==> src/design/p2w_pkg.sv <==
`timescale 1ns / 1ps

package p2w_pkg;

    localparam int AREA_W = 24;
    localparam int XW     = 22;
    localparam int ANG_W  = 26;
    localparam int CS_W   = 33;
    localparam int RV_W   = 34;
    localparam int KQ_W   = 34;
    localparam int SQ_W   = 29;
    localparam int FQ_W   = 31;
    localparam int N_W    = 58;
    localparam int DVN_W  = 50;

    localparam logic signed [ANG_W-1:0] DEG90  = 26'sd5898240;
    localparam logic signed [ANG_W-1:0] DEG180 = 26'sd11796480;
    localparam logic signed [ANG_W-1:0] DEG360 = 26'sd23592960;
    localparam logic signed [CS_W-1:0]  KINV_Q30 = 33'sd652032874;
    localparam logic [33:0] PI_Q32 = 34'd13493037705;

    localparam int Q_DEPTH = 4;

    typedef enum logic [2:0] {
        REG_FOCAL  = 3'd0,
        REG_SENSOR = 3'd1,
        REG_WIDTH  = 3'd2,
        REG_HEIGHT = 3'd3,
        REG_CIRC   = 3'd4
    } reg_idx_t;

    typedef struct packed {
        logic [FQ_W-1:0] fq;
        logic [15:0]     circ;
        logic [12:0]     width;
        logic [12:0]     height;
    } cfg_t;

    function automatic logic signed [ANG_W-1:0] atan_tab(input int i);
        logic signed [ANG_W-1:0] v;
        case (i)
            0:  v = 26'sd2949120;
            1:  v = 26'sd1740967;
            2:  v = 26'sd919879;
            3:  v = 26'sd466945;
            4:  v = 26'sd234379;
            5:  v = 26'sd117304;
            6:  v = 26'sd58666;
            7:  v = 26'sd29335;
            8:  v = 26'sd14668;
            9:  v = 26'sd7334;
            10: v = 26'sd3667;
            11: v = 26'sd1833;
            12: v = 26'sd917;
            13: v = 26'sd458;
            14: v = 26'sd229;
            15: v = 26'sd115;
            16: v = 26'sd57;
            17: v = 26'sd29;
            18: v = 26'sd14;
            19: v = 26'sd7;
            20: v = 26'sd4;
            21: v = 26'sd2;
            22: v = 26'sd1;
            default: v = 26'sd0;
        endcase
        return v;
    endfunction

endpackage

==> src/design/p2w_queue.sv <==
`timescale 1ns / 1ps

module p2w_queue #(
    parameter int WIDTH = 8
) (
    input  logic             clk,
    input  logic             rst_n,
    input  logic             push,
    input  logic [WIDTH-1:0] push_data,
    output logic             full,
    input  logic             pop,
    output logic [WIDTH-1:0] pop_data,
    output logic             empty
);

    localparam int PW = $clog2(p2w_pkg::Q_DEPTH);

    logic [WIDTH-1:0] mem_reg [p2w_pkg::Q_DEPTH];
    logic [PW-1:0]    wr_ptr_reg;
    logic [PW-1:0]    rd_ptr_reg;
    logic [PW:0]      count_reg;

    assign full     = (count_reg == (PW+1)'(p2w_pkg::Q_DEPTH));
    assign empty    = (count_reg == '0);
    assign pop_data = mem_reg[rd_ptr_reg];

    always_ff @(posedge clk)
    begin
        if (push)
        begin
            mem_reg[wr_ptr_reg] <= push_data;
        end
    end

    always_ff @(posedge clk or negedge rst_n)
    begin
        if (!rst_n)
        begin
            wr_ptr_reg <= '0;
            rd_ptr_reg <= '0;
            count_reg  <= '0;
        end
        else
        begin
            if (push)
            begin
                wr_ptr_reg <= wr_ptr_reg + 1'b1;
            end
            if (pop)
            begin
                rd_ptr_reg <= rd_ptr_reg + 1'b1;
            end
            if (push && !pop)
            begin
                count_reg <= count_reg + 1'b1;
            end
            else if (pop && !push)
            begin
                count_reg <= count_reg - 1'b1;
            end
        end
    end

endmodule

==> config.mk <==
export PLATFORM = sky130hd
export DESIGN_NAME = p2w_queue
export DESIGN_NICKNAME = d
export VERILOG_FILES = /design/src/design/p2w_pkg.sv /design/src/design/p2w_queue.sv
export SDC_FILE = /design/constraint.sdc
export NUM_CORES = 1
export LEC_CHECK = 0
export BUFFER_PORTS_ARGS = -buffer_cell sky130_fd_sc_hd__buf_2
export CORE_ASPECT_RATIO = 0.8
export CORE_UTILIZATION = 45
export DETAILED_ROUTE_END_ITERATION = 16
export PLACE_DENSITY_LB_ADDON = 0.2
export REMOVE_ABC_BUFFERS = 1
export SYNTH_ARGS = -nofsm -noshare
export SYNTH_HDL_FRONTEND = slang
export SYNTH_SLANG_ARGS = --single-unit
==> constraint.sdc <==
create_clock -name clk -period 1.64 [get_ports clk]
set_input_delay 0.492 -clock clk [delete_from_list [all_inputs] [get_ports clk]]
set_output_delay 0.492 -clock clk [all_outputs]
set_load 0.1 [all_outputs]
==> out/results.tsv <==
stage	metric	value	unit
global_route	maximum number of pins on one net before global-route repair	14	
floorplan	Die Area	3680	um^2
floorplan	# rows	18	
finish	most frequent cells in the layout	32 x edfxtp_1, 18 x buf_4, 11 x buf_2, 8 x mux4_2, 7 x buf_6	
yosys	Post-Syn Area per Cell	20.4	um^2
floorplan	die width	67.6	um
finish	antenna fix cells	0	
critical_path	CP Max Fanout	4	
timing	Slew @ Worst Pin	0.397	ns
timing	Setup-failing EPs final	10	
critical_path	Setup Crit Path Kind	register to output port	
critical_path	R2R Setup Slk	0.10	ns
timing	PnR worst setup slack	-0.408	ns
global_route	global-route wire length before repair	4190	um
critical_path	WP buf/inv	2	
clock_tree	Worst-path clk slew	0.08	ns
critical_path	reg2reg start	count_reg[0]	
critical_path	CP startpoint kind	register	
yosys	Post-Synthesis Cells	76	
drt	via count	797	
global_route	vias in the first global route	847	
timing	Fmax	488	MHz
yosys	synth unique cells	17	
drt	DRC	0	
drt	initial DRC count	53	
finish	Synth-to-Final Area Change	32.4	%
global_route	GRT Resource Usage Total	18.2	%
drt	routed wire length	2620	um
clock_tree	Sink Count	39	
clock_tree	CTS buffer count	5	
yosys	Yosys warning count	0	
critical_path	Levels on crit path	3	
clock_tree	maximum level of the CTS H-tree	2	
timing	Tmin final	2.05	ns
critical_path	Worst Path Required	1.15	ns
timing	fin crit share	125	%
yosys	Netlist Area Pre-Place	1550	um^2
clock_tree	clk buf depth	2	
clock_tree	worst skew pair latency	0.29	ns
critical_path	crit path DAT	1.56	ns
floorplan	total core area	3180	um^2
drt	WL/cell	16.3	um
timing	RSZ-0062 raised after global routing	yes	
clock_tree	hold buffer count at cts	0	
timing	Hold WS	0.0214	ns
finish	leading cell type in the layout, fill and taps excluded	edfxtp_1	
critical_path	r2r worst-path depth	5	
critical_path	Setup crit end kind	output port	
global_route	initial antenna violation count	0	
floorplan	Die Y	54.5	um
drt	post-route ant nets	0	
status	status	finished with violations	
finish	Largest register FFs	32	
finish	share of layout cells above drive strength 1	50.4	%
status	failing checks	negative setup slack	
timing	Relative slew margins	73.5	%
floorplan	Initial Utilization	48.7	%
hold_path	worst hold path class	input pin to async pin	
timing	Final Hold Viols	0	
critical_path	FF-to-FF End	count_reg[2]	
floorplan	Ports	22	
placed_design	Placer Congestion	0.691	
flow_run	Max-Cap Viols	0	
placed_design	PortBufs	21	
yosys	sequential fraction of the synthesis area	73.4	%
critical_path	crit-path cells	buf_4 -> mux4_2 -> buf_12	
critical_path	cell family with most CP delay	multiplexers	
drt	number of iterations in the first detailed-routing pass	4	
drt	Via density	4.95	
timing	Slew Viols, Final	0	
clock_tree	CTS tree	yes	
placed_design	post-DP HPWL	1810	um
timing	Worst Skew	0.00739	ns
critical_path	CP peak stage delay	0.54	ns
critical_path	Crit-path slowest cell	mux4_2	
finish	final net count	138	
global_route	total grt overflow	0	
clock_tree	Root Buffer Master	clkbuf_8	
yosys	synthesized flop and latch total	39	
## through the flow
step | cell area (um^2) | TNS [ns] | cells | setup WS [ns] | utilization (%)
after floorplan | 1530 | -5.27 | 74 | -1.50 | -
after global placement | 1820 | -1.33 | 149 | -0.168 | 57.4
after detailed placement | 1820 | -1.59 | 149 | -0.188 | 57.4
after CTS | 2050 | -3.40 | 161 | -0.434 | 64.5
after global routing | 2050 | -3.92 | 161 | -0.479 | 64.5
final | 2050 | -3.23 | 161 | -0.408 | 64.5
## synth_stat cells
cell	number	area, um^2
edfxtp_1	32	961
mux2_2	1	11.3
nor2_1	1	3.75
nand2_1	2	7.51
buf_2	1	5.00
xnor2_1	2	17.5
xor2_1	4	35.0
and2_1	4	25.0
dfrtp_1	7	175
nor3_1	1	5.00
fa_1	1	20.0
o21ai_0	1	5.00
buf_6	1	11.3
inv_1	4	15.0
ha_1	5	62.6
nor3b_1	1	7.51
mux4_2	8	180
## cell families after synthesis
| kind of cell | after synthesis | share of synthesized area (%) |
|---|---|---|
| adder cells (fa/ha/maj) | 6 | 5.34 |
| AO/OA/AOI/OAI | 1 | 0.323 |
| XOR/XNOR | 6 | 3.40 |
| flip-flops | 39 | 73.4 |
| AND/OR/NAND/NOR | 9 | 3.15 |
| buffers and inverters | 6 | 2.02 |
| multiplexers | 9 | 12.4 |
## per-layer routing
layer	up-vias	global-route usage (%)	share of wire (%)	wire length [um]
li1	375	-	-	-
met4	0	10.6	1.2	31
met5	-	0	0	0
met1	407	22.8	46	1200
met2	13	26.7	49	1290
met3	2	7.50	3.8	100
## worst max-delay path by stage
stage | from | endpoint | slack (ns)
CTS | rd_ptr_reg[0] | pop_data[7] | -0.43
global route | rd_ptr_reg[0] | pop_data[5] | -0.48
floorplan | count_reg[0] | full | -1.50
detailed placement | rd_ptr_reg[0] | pop_data[5] | -0.19
global placement | rd_ptr_reg[0] | pop_data[4] | -0.17
finish | rd_ptr_reg[0] | pop_data[7] | -0.41
## area by class of cell
class	count	area, um^2
Multi-Input combinational cell	31	403
Inverter	4	15.0
Fill cell	225	1130
Clock buffer	5	68.8
Timing Repair Buffer	39	329
Clock inverter	3	43.8
Tap cell	40	50.0
Sequential cell	39	1140
## what timing repair did
item	CTS	global route
setup buffers	4	0
pin swaps	2	0
gates resized for setup	24	1
setup endpoints to repair	10	10
## worst register-to-register path: stages (launching register included)
cell,delay [ns]
dfrtp_2,0.45
buf_4,0.16
fa_1,0.42
xor2_1,0.17
nor2_1,0.13
xor2_1,0.15
Power is left out: the tool's default activity adds up to more than one toggle a clock period on the data nets, which glitch-free logic cannot reach.
