File: src/design/p2w_pkg.sv
`timescale 1ns / 1ps

package p2w_pkg;

    localparam int AREA_W = 24;
    localparam int XW     = 22;
    localparam int ANG_W  = 26;
    localparam int CS_W   = 33;
    localparam int RV_W   = 34;
    localparam int KQ_W   = 34;
    localparam int SQ_W   = 29;
    localparam int FQ_W   = 31;
    localparam int N_W    = 58;
    localparam int DVN_W  = 50;

    localparam logic signed [ANG_W-1:0] DEG90  = 26'sd5898240;
    localparam logic signed [ANG_W-1:0] DEG180 = 26'sd11796480;
    localparam logic signed [ANG_W-1:0] DEG360 = 26'sd23592960;
    localparam logic signed [CS_W-1:0]  KINV_Q30 = 33'sd652032874;
    localparam logic [33:0] PI_Q32 = 34'd13493037705;

    localparam int Q_DEPTH = 4;

    typedef enum logic [2:0] {
        REG_FOCAL  = 3'd0,
        REG_SENSOR = 3'd1,
        REG_WIDTH  = 3'd2,
        REG_HEIGHT = 3'd3,
        REG_CIRC   = 3'd4
    } reg_idx_t;

    typedef struct packed {
        logic [FQ_W-1:0] fq;
        logic [15:0]     circ;
        logic [12:0]     width;
        logic [12:0]     height;
    } cfg_t;

    function automatic logic signed [ANG_W-1:0] atan_tab(input int i);
        logic signed [ANG_W-1:0] v;
        case (i)
            0:  v = 26'sd2949120;
            1:  v = 26'sd1740967;
            2:  v = 26'sd919879;
            3:  v = 26'sd466945;
            4:  v = 26'sd234379;
            5:  v = 26'sd117304;
            6:  v = 26'sd58666;
            7:  v = 26'sd29335;
            8:  v = 26'sd14668;
            9:  v = 26'sd7334;
            10: v = 26'sd3667;
            11: v = 26'sd1833;
            12: v = 26'sd917;
            13: v = 26'sd458;
            14: v = 26'sd229;
            15: v = 26'sd115;
            16: v = 26'sd57;
            17: v = 26'sd29;
            18: v = 26'sd14;
            19: v = 26'sd7;
            20: v = 26'sd4;
            21: v = 26'sd2;
            22: v = 26'sd1;
            default: v = 26'sd0;
        endcase
        return v;
    endfunction

endpackage

File: src/design/p2w_front.sv
`timescale 1ns / 1ps

module p2w_front #(
    parameter int PIXEL_BITS = 12,
    parameter int QW         = 8
) (
    input  logic                 clk,
    input  logic                 rst_n,
    input  logic                 psel,
    input  logic                 penable,
    input  logic                 pwrite,
    input  logic [4:0]           paddr,
    input  logic [31:0]          pwdata,
    output logic [31:0]          prdata,
    input  logic                 s_axis_tvalid,
    output logic                 s_axis_tready,
    input  logic [87:0]          s_axis_tdata,
    output logic                 push,
    output logic [QW-1:0]        push_data,
    input  logic                 q_full,
    output p2w_pkg::cfg_t        cfg
);

    localparam int PXW = (PIXEL_BITS < 12) ? PIXEL_BITS : 12;
    localparam int AW  = p2w_pkg::ANG_W;

    logic [19:0] focal_reg;
    logic [16:0] sensor_reg;
    logic [12:0] width_reg;
    logic [12:0] height_reg;
    logic [15:0] circ_reg;

    logic        busy_reg;
    logic        load_reg;
    logic [5:0]  cnt_reg;
    logic [42:0] num_reg;
    logic [16:0] rem_reg;
    logic [42:0] quo_reg;
    logic [p2w_pkg::FQ_W-1:0] fq_reg;

    logic              wr_en;
    p2w_pkg::reg_idx_t idx;
    logic              restart;
    logic [16:0]       s_eff;
    logic [32:0]       fw;
    logic [42:0]       num_init;
    logic [17:0]       t;
    logic              ge;
    logic [16:0]       rem_next;
    logic [42:0]       quo_next;

    function automatic logic [AW:0] fold_angle(input logic signed [AW-1:0] a_in);
        logic signed [AW-1:0] a;
        logic                 neg;
        a   = a_in;
        neg = 1'b0;
        if (a > p2w_pkg::DEG180)
        begin
            a = a - p2w_pkg::DEG360;
        end
        if (a < -p2w_pkg::DEG180)
        begin
            a = a + p2w_pkg::DEG360;
        end
        if (a > p2w_pkg::DEG90)
        begin
            a   = a - p2w_pkg::DEG180;
            neg = 1'b1;
        end
        if (a < -p2w_pkg::DEG90)
        begin
            a   = a + p2w_pkg::DEG180;
            neg = 1'b1;
        end
        return {neg, a};
    endfunction

    assign wr_en   = psel && penable && pwrite;
    assign idx     = p2w_pkg::reg_idx_t'(paddr[4:2]);
    assign restart = wr_en && (idx == p2w_pkg::REG_FOCAL || idx == p2w_pkg::REG_SENSOR
                               || idx == p2w_pkg::REG_WIDTH);

    assign s_eff    = (sensor_reg == '0) ? 17'd1 : sensor_reg;
    assign fw       = 33'(focal_reg) * 33'(width_reg);
    assign num_init = {1'b0, fw, 9'b0} + 43'(s_eff[16:1]);

    assign t        = {rem_reg, num_reg[42]};
    assign ge       = (t >= {1'b0, s_eff});
    assign rem_next = ge ? 17'(t - {1'b0, s_eff}) : t[16:0];
    assign quo_next = {quo_reg[41:0], ge};

    always_comb
    begin
        case (idx)
            p2w_pkg::REG_FOCAL:  prdata = 32'(focal_reg);
            p2w_pkg::REG_SENSOR: prdata = 32'(sensor_reg);
            p2w_pkg::REG_WIDTH:  prdata = 32'(width_reg);
            p2w_pkg::REG_HEIGHT: prdata = 32'(height_reg);
            p2w_pkg::REG_CIRC:   prdata = 32'(circ_reg);
            default:             prdata = '0;
        endcase
    end

    always_ff @(posedge clk or negedge rst_n)
    begin
        if (!rst_n)
        begin
            focal_reg  <= 20'd4000;
            sensor_reg <= 17'd6000;
            width_reg  <= 13'd1920;
            height_reg <= 13'd1080;
            circ_reg   <= 16'd100;
        end
        else if (wr_en)
        begin
            case (idx)
                p2w_pkg::REG_FOCAL:  focal_reg  <= pwdata[19:0];
                p2w_pkg::REG_SENSOR: sensor_reg <= pwdata[16:0];
                p2w_pkg::REG_WIDTH:  width_reg  <= pwdata[12:0];
                p2w_pkg::REG_HEIGHT: height_reg <= pwdata[12:0];
                p2w_pkg::REG_CIRC:   circ_reg   <= pwdata[15:0];
                default:             ;
            endcase
        end
    end

    // focal length in 1/512 pixel, one quotient bit per cycle
    always_ff @(posedge clk or negedge rst_n)
    begin
        if (!rst_n)
        begin
            busy_reg <= 1'b1;
            load_reg <= 1'b1;
            cnt_reg  <= '0;
            fq_reg   <= '0;
        end
        else if (restart)
        begin
            busy_reg <= 1'b1;
            load_reg <= 1'b1;
        end
        else if (load_reg)
        begin
            load_reg <= 1'b0;
            cnt_reg  <= 6'd43;
        end
        else if (busy_reg)
        begin
            cnt_reg <= cnt_reg - 1'b1;
            if (cnt_reg == 6'd1)
            begin
                busy_reg <= 1'b0;
                fq_reg   <= (quo_next[42:31] != '0) ? {p2w_pkg::FQ_W{1'b1}}
                                                    : quo_next[30:0];
            end
        end
    end

    always_ff @(posedge clk)
    begin
        if (load_reg)
        begin
            num_reg <= num_init;
            rem_reg <= '0;
            quo_reg <= '0;
        end
        else if (busy_reg)
        begin
            num_reg <= {num_reg[41:0], 1'b0};
            rem_reg <= rem_next;
            quo_reg <= quo_next;
        end
    end

    logic [11:0]  px_in;
    logic [11:0]  py_in;
    logic [23:0]  area_in;
    logic [16:0]  pan_in;
    logic [15:0]  tilt_in;
    logic [AW:0]  pan_f;
    logic [AW:0]  tilt_f;

    assign px_in   = s_axis_tdata[11:0];
    assign py_in   = s_axis_tdata[23:12];
    assign area_in = s_axis_tdata[47:24];
    assign pan_in  = s_axis_tdata[64:48];
    assign tilt_in = s_axis_tdata[80:65];

    assign pan_f  = fold_angle($signed({pan_in[16], pan_in, 8'b0}));
    assign tilt_f = fold_angle($signed({{2{tilt_in[15]}}, tilt_in, 8'b0}));

    assign s_axis_tready = !busy_reg && !q_full;
    assign push          = s_axis_tvalid && s_axis_tready;
    assign push_data     = {(area_in == '0), tilt_f, pan_f, area_in,
                            py_in[PXW-1:0], px_in[PXW-1:0]};

    assign cfg.fq     = fq_reg;
    assign cfg.circ   = circ_reg;
    assign cfg.width  = width_reg;
    assign cfg.height = height_reg;

endmodule

File: config.mk
export PLATFORM = sky130hd
export DESIGN_NAME = p2w_front
export DESIGN_NICKNAME = d
export VERILOG_FILES = /design/src/design/p2w_pkg.sv /design/src/design/p2w_front.sv
export SDC_FILE = /design/constraint.sdc
export NUM_CORES = 1
export LEC_CHECK = 0
export BUFFER_PORTS_ARGS = -buffer_cell sky130_fd_sc_hd__buf_2
export CORE_MARGIN = 1.5
export CORE_UTILIZATION = 49
export DETAILED_ROUTE_END_ITERATION = 10
export GPL_ROUTABILITY_DRIVEN = 0
export PLACE_DENSITY_LB_ADDON = 0.12
export SYNTH_ARGS = -nofsm -noshare
export SYNTH_HDL_FRONTEND = slang
export SYNTH_SLANG_ARGS = --single-unit
File: constraint.sdc
create_clock -name clk -period 15 [get_ports clk]
set_clock_uncertainty 0.1 [all_clocks]
set_input_delay 2.25 -clock clk [delete_from_list [all_inputs] [get_ports clk]]
set_output_delay 2.25 -clock clk [all_outputs]
set_load 0.03 [all_outputs]
==> impl_metrics.tcl <==
set metrics [dict create \
    mostFrequentLayoutCells "inv_1 (285), nand2_1 (220), fa_1 (200)" \
    power_frac_seq_pct 21.5 \
    worst-setup-path-type "flip-flop to flip-flop" \
    grt_pass1_wl_mm 80.9 \
    postCtsResizedCells 0 \
    nets 2582 \
    drt_iter0_markers 897 \
    fmax_mhz 131 \
    viasPerCell 5.48 \
    grt_overflow 0 \
    status "complete, no violations" \
    fin_util_pct 53.9 \
    grt_antenna_before_repair 2 \
    cp_slowest_cell "dfrtp_1" \
    cap_violations 0 \
    arrival_ns 7.85 \
    rsz0062_at_grt "no" \
    reg2reg_depth 19 \
    ctsHoldBuffers 0 \
    leakage_nw 10.4 \
    p_sw_share_pct 49.4 \
    cp_cell_sequence "nand2_1 > fa_1 > fa_1 > inv_1 > fa_1 > fa_1 > inv_1 > fa_1 > inv_1 > ha_1 > a21oi_2 > o21ai_1 > a221oi_2 > xor2_1 > nand3b_1 > nor4_2 > and3_2 > xor2_1 > mux2_2" \
    global_route.usage.total_pct 24.5 \
    drive_gt1_share_pct 15.5 \
    post-place-ws_ns 7.32 \
    synth_edf_count 43 \
    fin_tns_setup_ns 0 \
    firstDrtPassIters 5 \
    path_delay_family "adder cells" \
    port_buffers 124 \
    path_max_fanout 23 \
    area_growth_pct 8.53 \
    r2r-end "num_reg[37]$_DFFE_PP_" \
    hold_violations 0 \
    h-tree-depth 1 \
    synth_area_um2 19800 \
    cell_internal_pwr_mw 2.62 \
    crit_end "num_reg[37]$_DFFE_PP_" \
    hold_class "flip-flop to flip-flop" \
    fin_cells 2691 \
    p_comb_share_pct 66.0 \
    grt_pass1_vias 15200 \
    ys_warn_count 0 \
    place_inst 2643 \
    synth_top_flop_cell "dfrtp_1" \
    worstSetupStartpoint "width_reg[12]$_DFFE_PN0P_" \
    grt_start_max_net_pins 79 \
    cp-end-kind "flip-flop" \
    power.switching_mw 2.56 \
    setup_viol 0 \
    synthArstFlopShare_pct 53.6 \
    drc 0 \
    ys_ff_latch 220 \
    synth_cell_types 87 \
    cts_tree "done" \
    fin_crit_sh_pct 51.0 \
    r2r_slack_ns 7.35 \
    root_buffer "clkbuf_16" \
    rows 73 \
    cts-buffers-inserted 26 \
    reg2reg_from "width_reg[12]$_DFFE_PN0P_" \
    start_util_pct 49.7 \
    layout_commonest_cell "inv_1" \
    cts_sinks 220 \
    p_clk_share_pct 12.6 \
    postCtsSetupBuffers 0 \
    worst_slack_ns 7.35 \
    cpMostUsedCell "fa_1" \
    die_y_um 204 \
    num_io_pins 247 \
    report.final.slew_viol_count 0 \
    yosysSeqAreaShare_pct 27.6 \
    antenna_cells 0 \
    routed_wl_mm 49.0 \
    cellPowerDensity_nw_per_um2 241 \
    cp_num_buf_inv 3 \
    wl_per_cell_um 18.2 \
    required_ns 15.21 \
    synth_area_per_cell_um2 9.36 \
    clock_latency_ns 0.56 \
    largest_reg_flops 43 \
    route.vias.total 14700 \
    dp_hpwl_mm 35.8 \
    slowest_delay_ns 0.94 \
    vdd_drop_max_v 0.000164 \
    dieArea_um2 41600 \
    drtAntennaViolNets 0 \
    cts_buffer_depth 3 \
    crit_cells 19 \
    timing.final.crit_period_ns 7.65 \
    start_kind "flip-flop" \
    netlist_instances 2113 \
    core_area_um2 39800 \
    die_x_um 204 \
    maxSlewHeadroom_pct 28.6 \
    tightest_slew_ns 1.07 \
    clk_pin_slew_ns 0.06 \
]
-- power by group through the flow --
stage / registers (mW) / clock network (mW) / logic (mW)
after global placement: 1.11 / 0 / 3.38
after global routing: 1.14 / 0.693 / 3.88
after CTS: 1.11 / 0.668 / 3.45
after detailed placement: 1.12 / 0 / 3.42
final: 1.11 / 0.651 / 3.42
after floorplan: 1.04 / 0 / 2.75
-- cells in the mapped netlist, types with 59 or more instances --
master,count,area [µm²]
nand2_1,220,826
dfrtp_1,92,2300
a21oi_1,91,455
mux2i_1,63,631
inv_1,286,1070
ha_1,104,1300
and2_1,114,713
dfxtp_1,59,1180
fa_1,200,4000
clkbuf_1,102,383
mux2_2,95,1070
nor2_1,185,694
-- routing by layer --
layer / routed length [µm] / share of wire (%) / global-route usage, %
met5: 0 / 0 / 0
met4: 1380 / 2.8 / 7.17
met3: 2700 / 5.5 / 3.64
met2: 23300 / 48 / 41.3
met1: 21600 / 44 / 32.6
-- kinds of logic after synthesis --
| family | after synthesis | synth area share (%) |
|---|---|---|
| muxes | 158 | 8.59 |
| xor gates and xnor gates | 63 | 2.90 |
| AOI/OAI and AO/OA | 286 | 9.61 |
| and+or+nand+nor | 657 | 16.0 |
| other | 1 | 0.0190 |
| buffers and inverters | 424 | 8.52 |
| DFF | 220 | 27.6 |
| adders and majority gates | 304 | 26.8 |
-- stage by stage --
step / total power [mW] / area, µm² / hold WS, ns
2_1_floorplan: 3.79 / 19800 / 0.353
3_3_place_gp: 4.50 / 20600 / 0.379
3_5_place_dp: 4.54 / 20600 / 0.387
4_1_cts: 5.23 / 21500 / 0.399
5_1_grt: 5.71 / 21500 / 0.422
6_report: 5.18 / 21500 / 0.395
-- layout make-up --
class                           instances  area, µm²
Fill cell                            3718      18300
Multi-Input combinational cell       1480      12700
Sequential cell                       220       5470
Inverter                              287       1080
Clock buffer                           36        769
Timing Repair Buffer                  131        676
Tap cell                              525        657
Clock inverter                         12        130
-- worst min path at each step --
stage               cells after the start                        to                     start
floorplan                               2  rem_reg[11]$_SDFFE_PP0P_  rem_reg[11]$_SDFFE_PP0P_
detailed placement                      2  rem_reg[16]$_SDFFE_PP0P_  rem_reg[16]$_SDFFE_PP0P_
CTS                                     2  rem_reg[11]$_SDFFE_PP0P_  rem_reg[11]$_SDFFE_PP0P_
global route                            2  quo_reg[41]$_SDFFE_PP0P_  quo_reg[41]$_SDFFE_PP0P_
finish                                  2  rem_reg[16]$_SDFFE_PP0P_  rem_reg[16]$_SDFFE_PP0P_
global placement                        2  quo_reg[41]$_SDFFE_PP0P_  quo_reg[41]$_SDFFE_PP0P_
-- worst register-to-register path, cell delays in order, from the launching register on --
cell and delay (ns):
dfrtp_1 0.94, nand2_1 0.19, fa_1 0.56, fa_1 0.55, inv_1 0.06, fa_1 0.51
fa_1 0.55, inv_1 0.06, fa_1 0.59, inv_1 0.06, ha_1 0.40, a21oi_2 0.26
o21ai_1 0.15, a221oi_2 0.60, xor2_1 0.29, nand3b_1 0.30, nor4_2 0.57, and3_2 0.34
xor2_1 0.07, mux2_2 0.26
(Power assumes the default switching activity.)
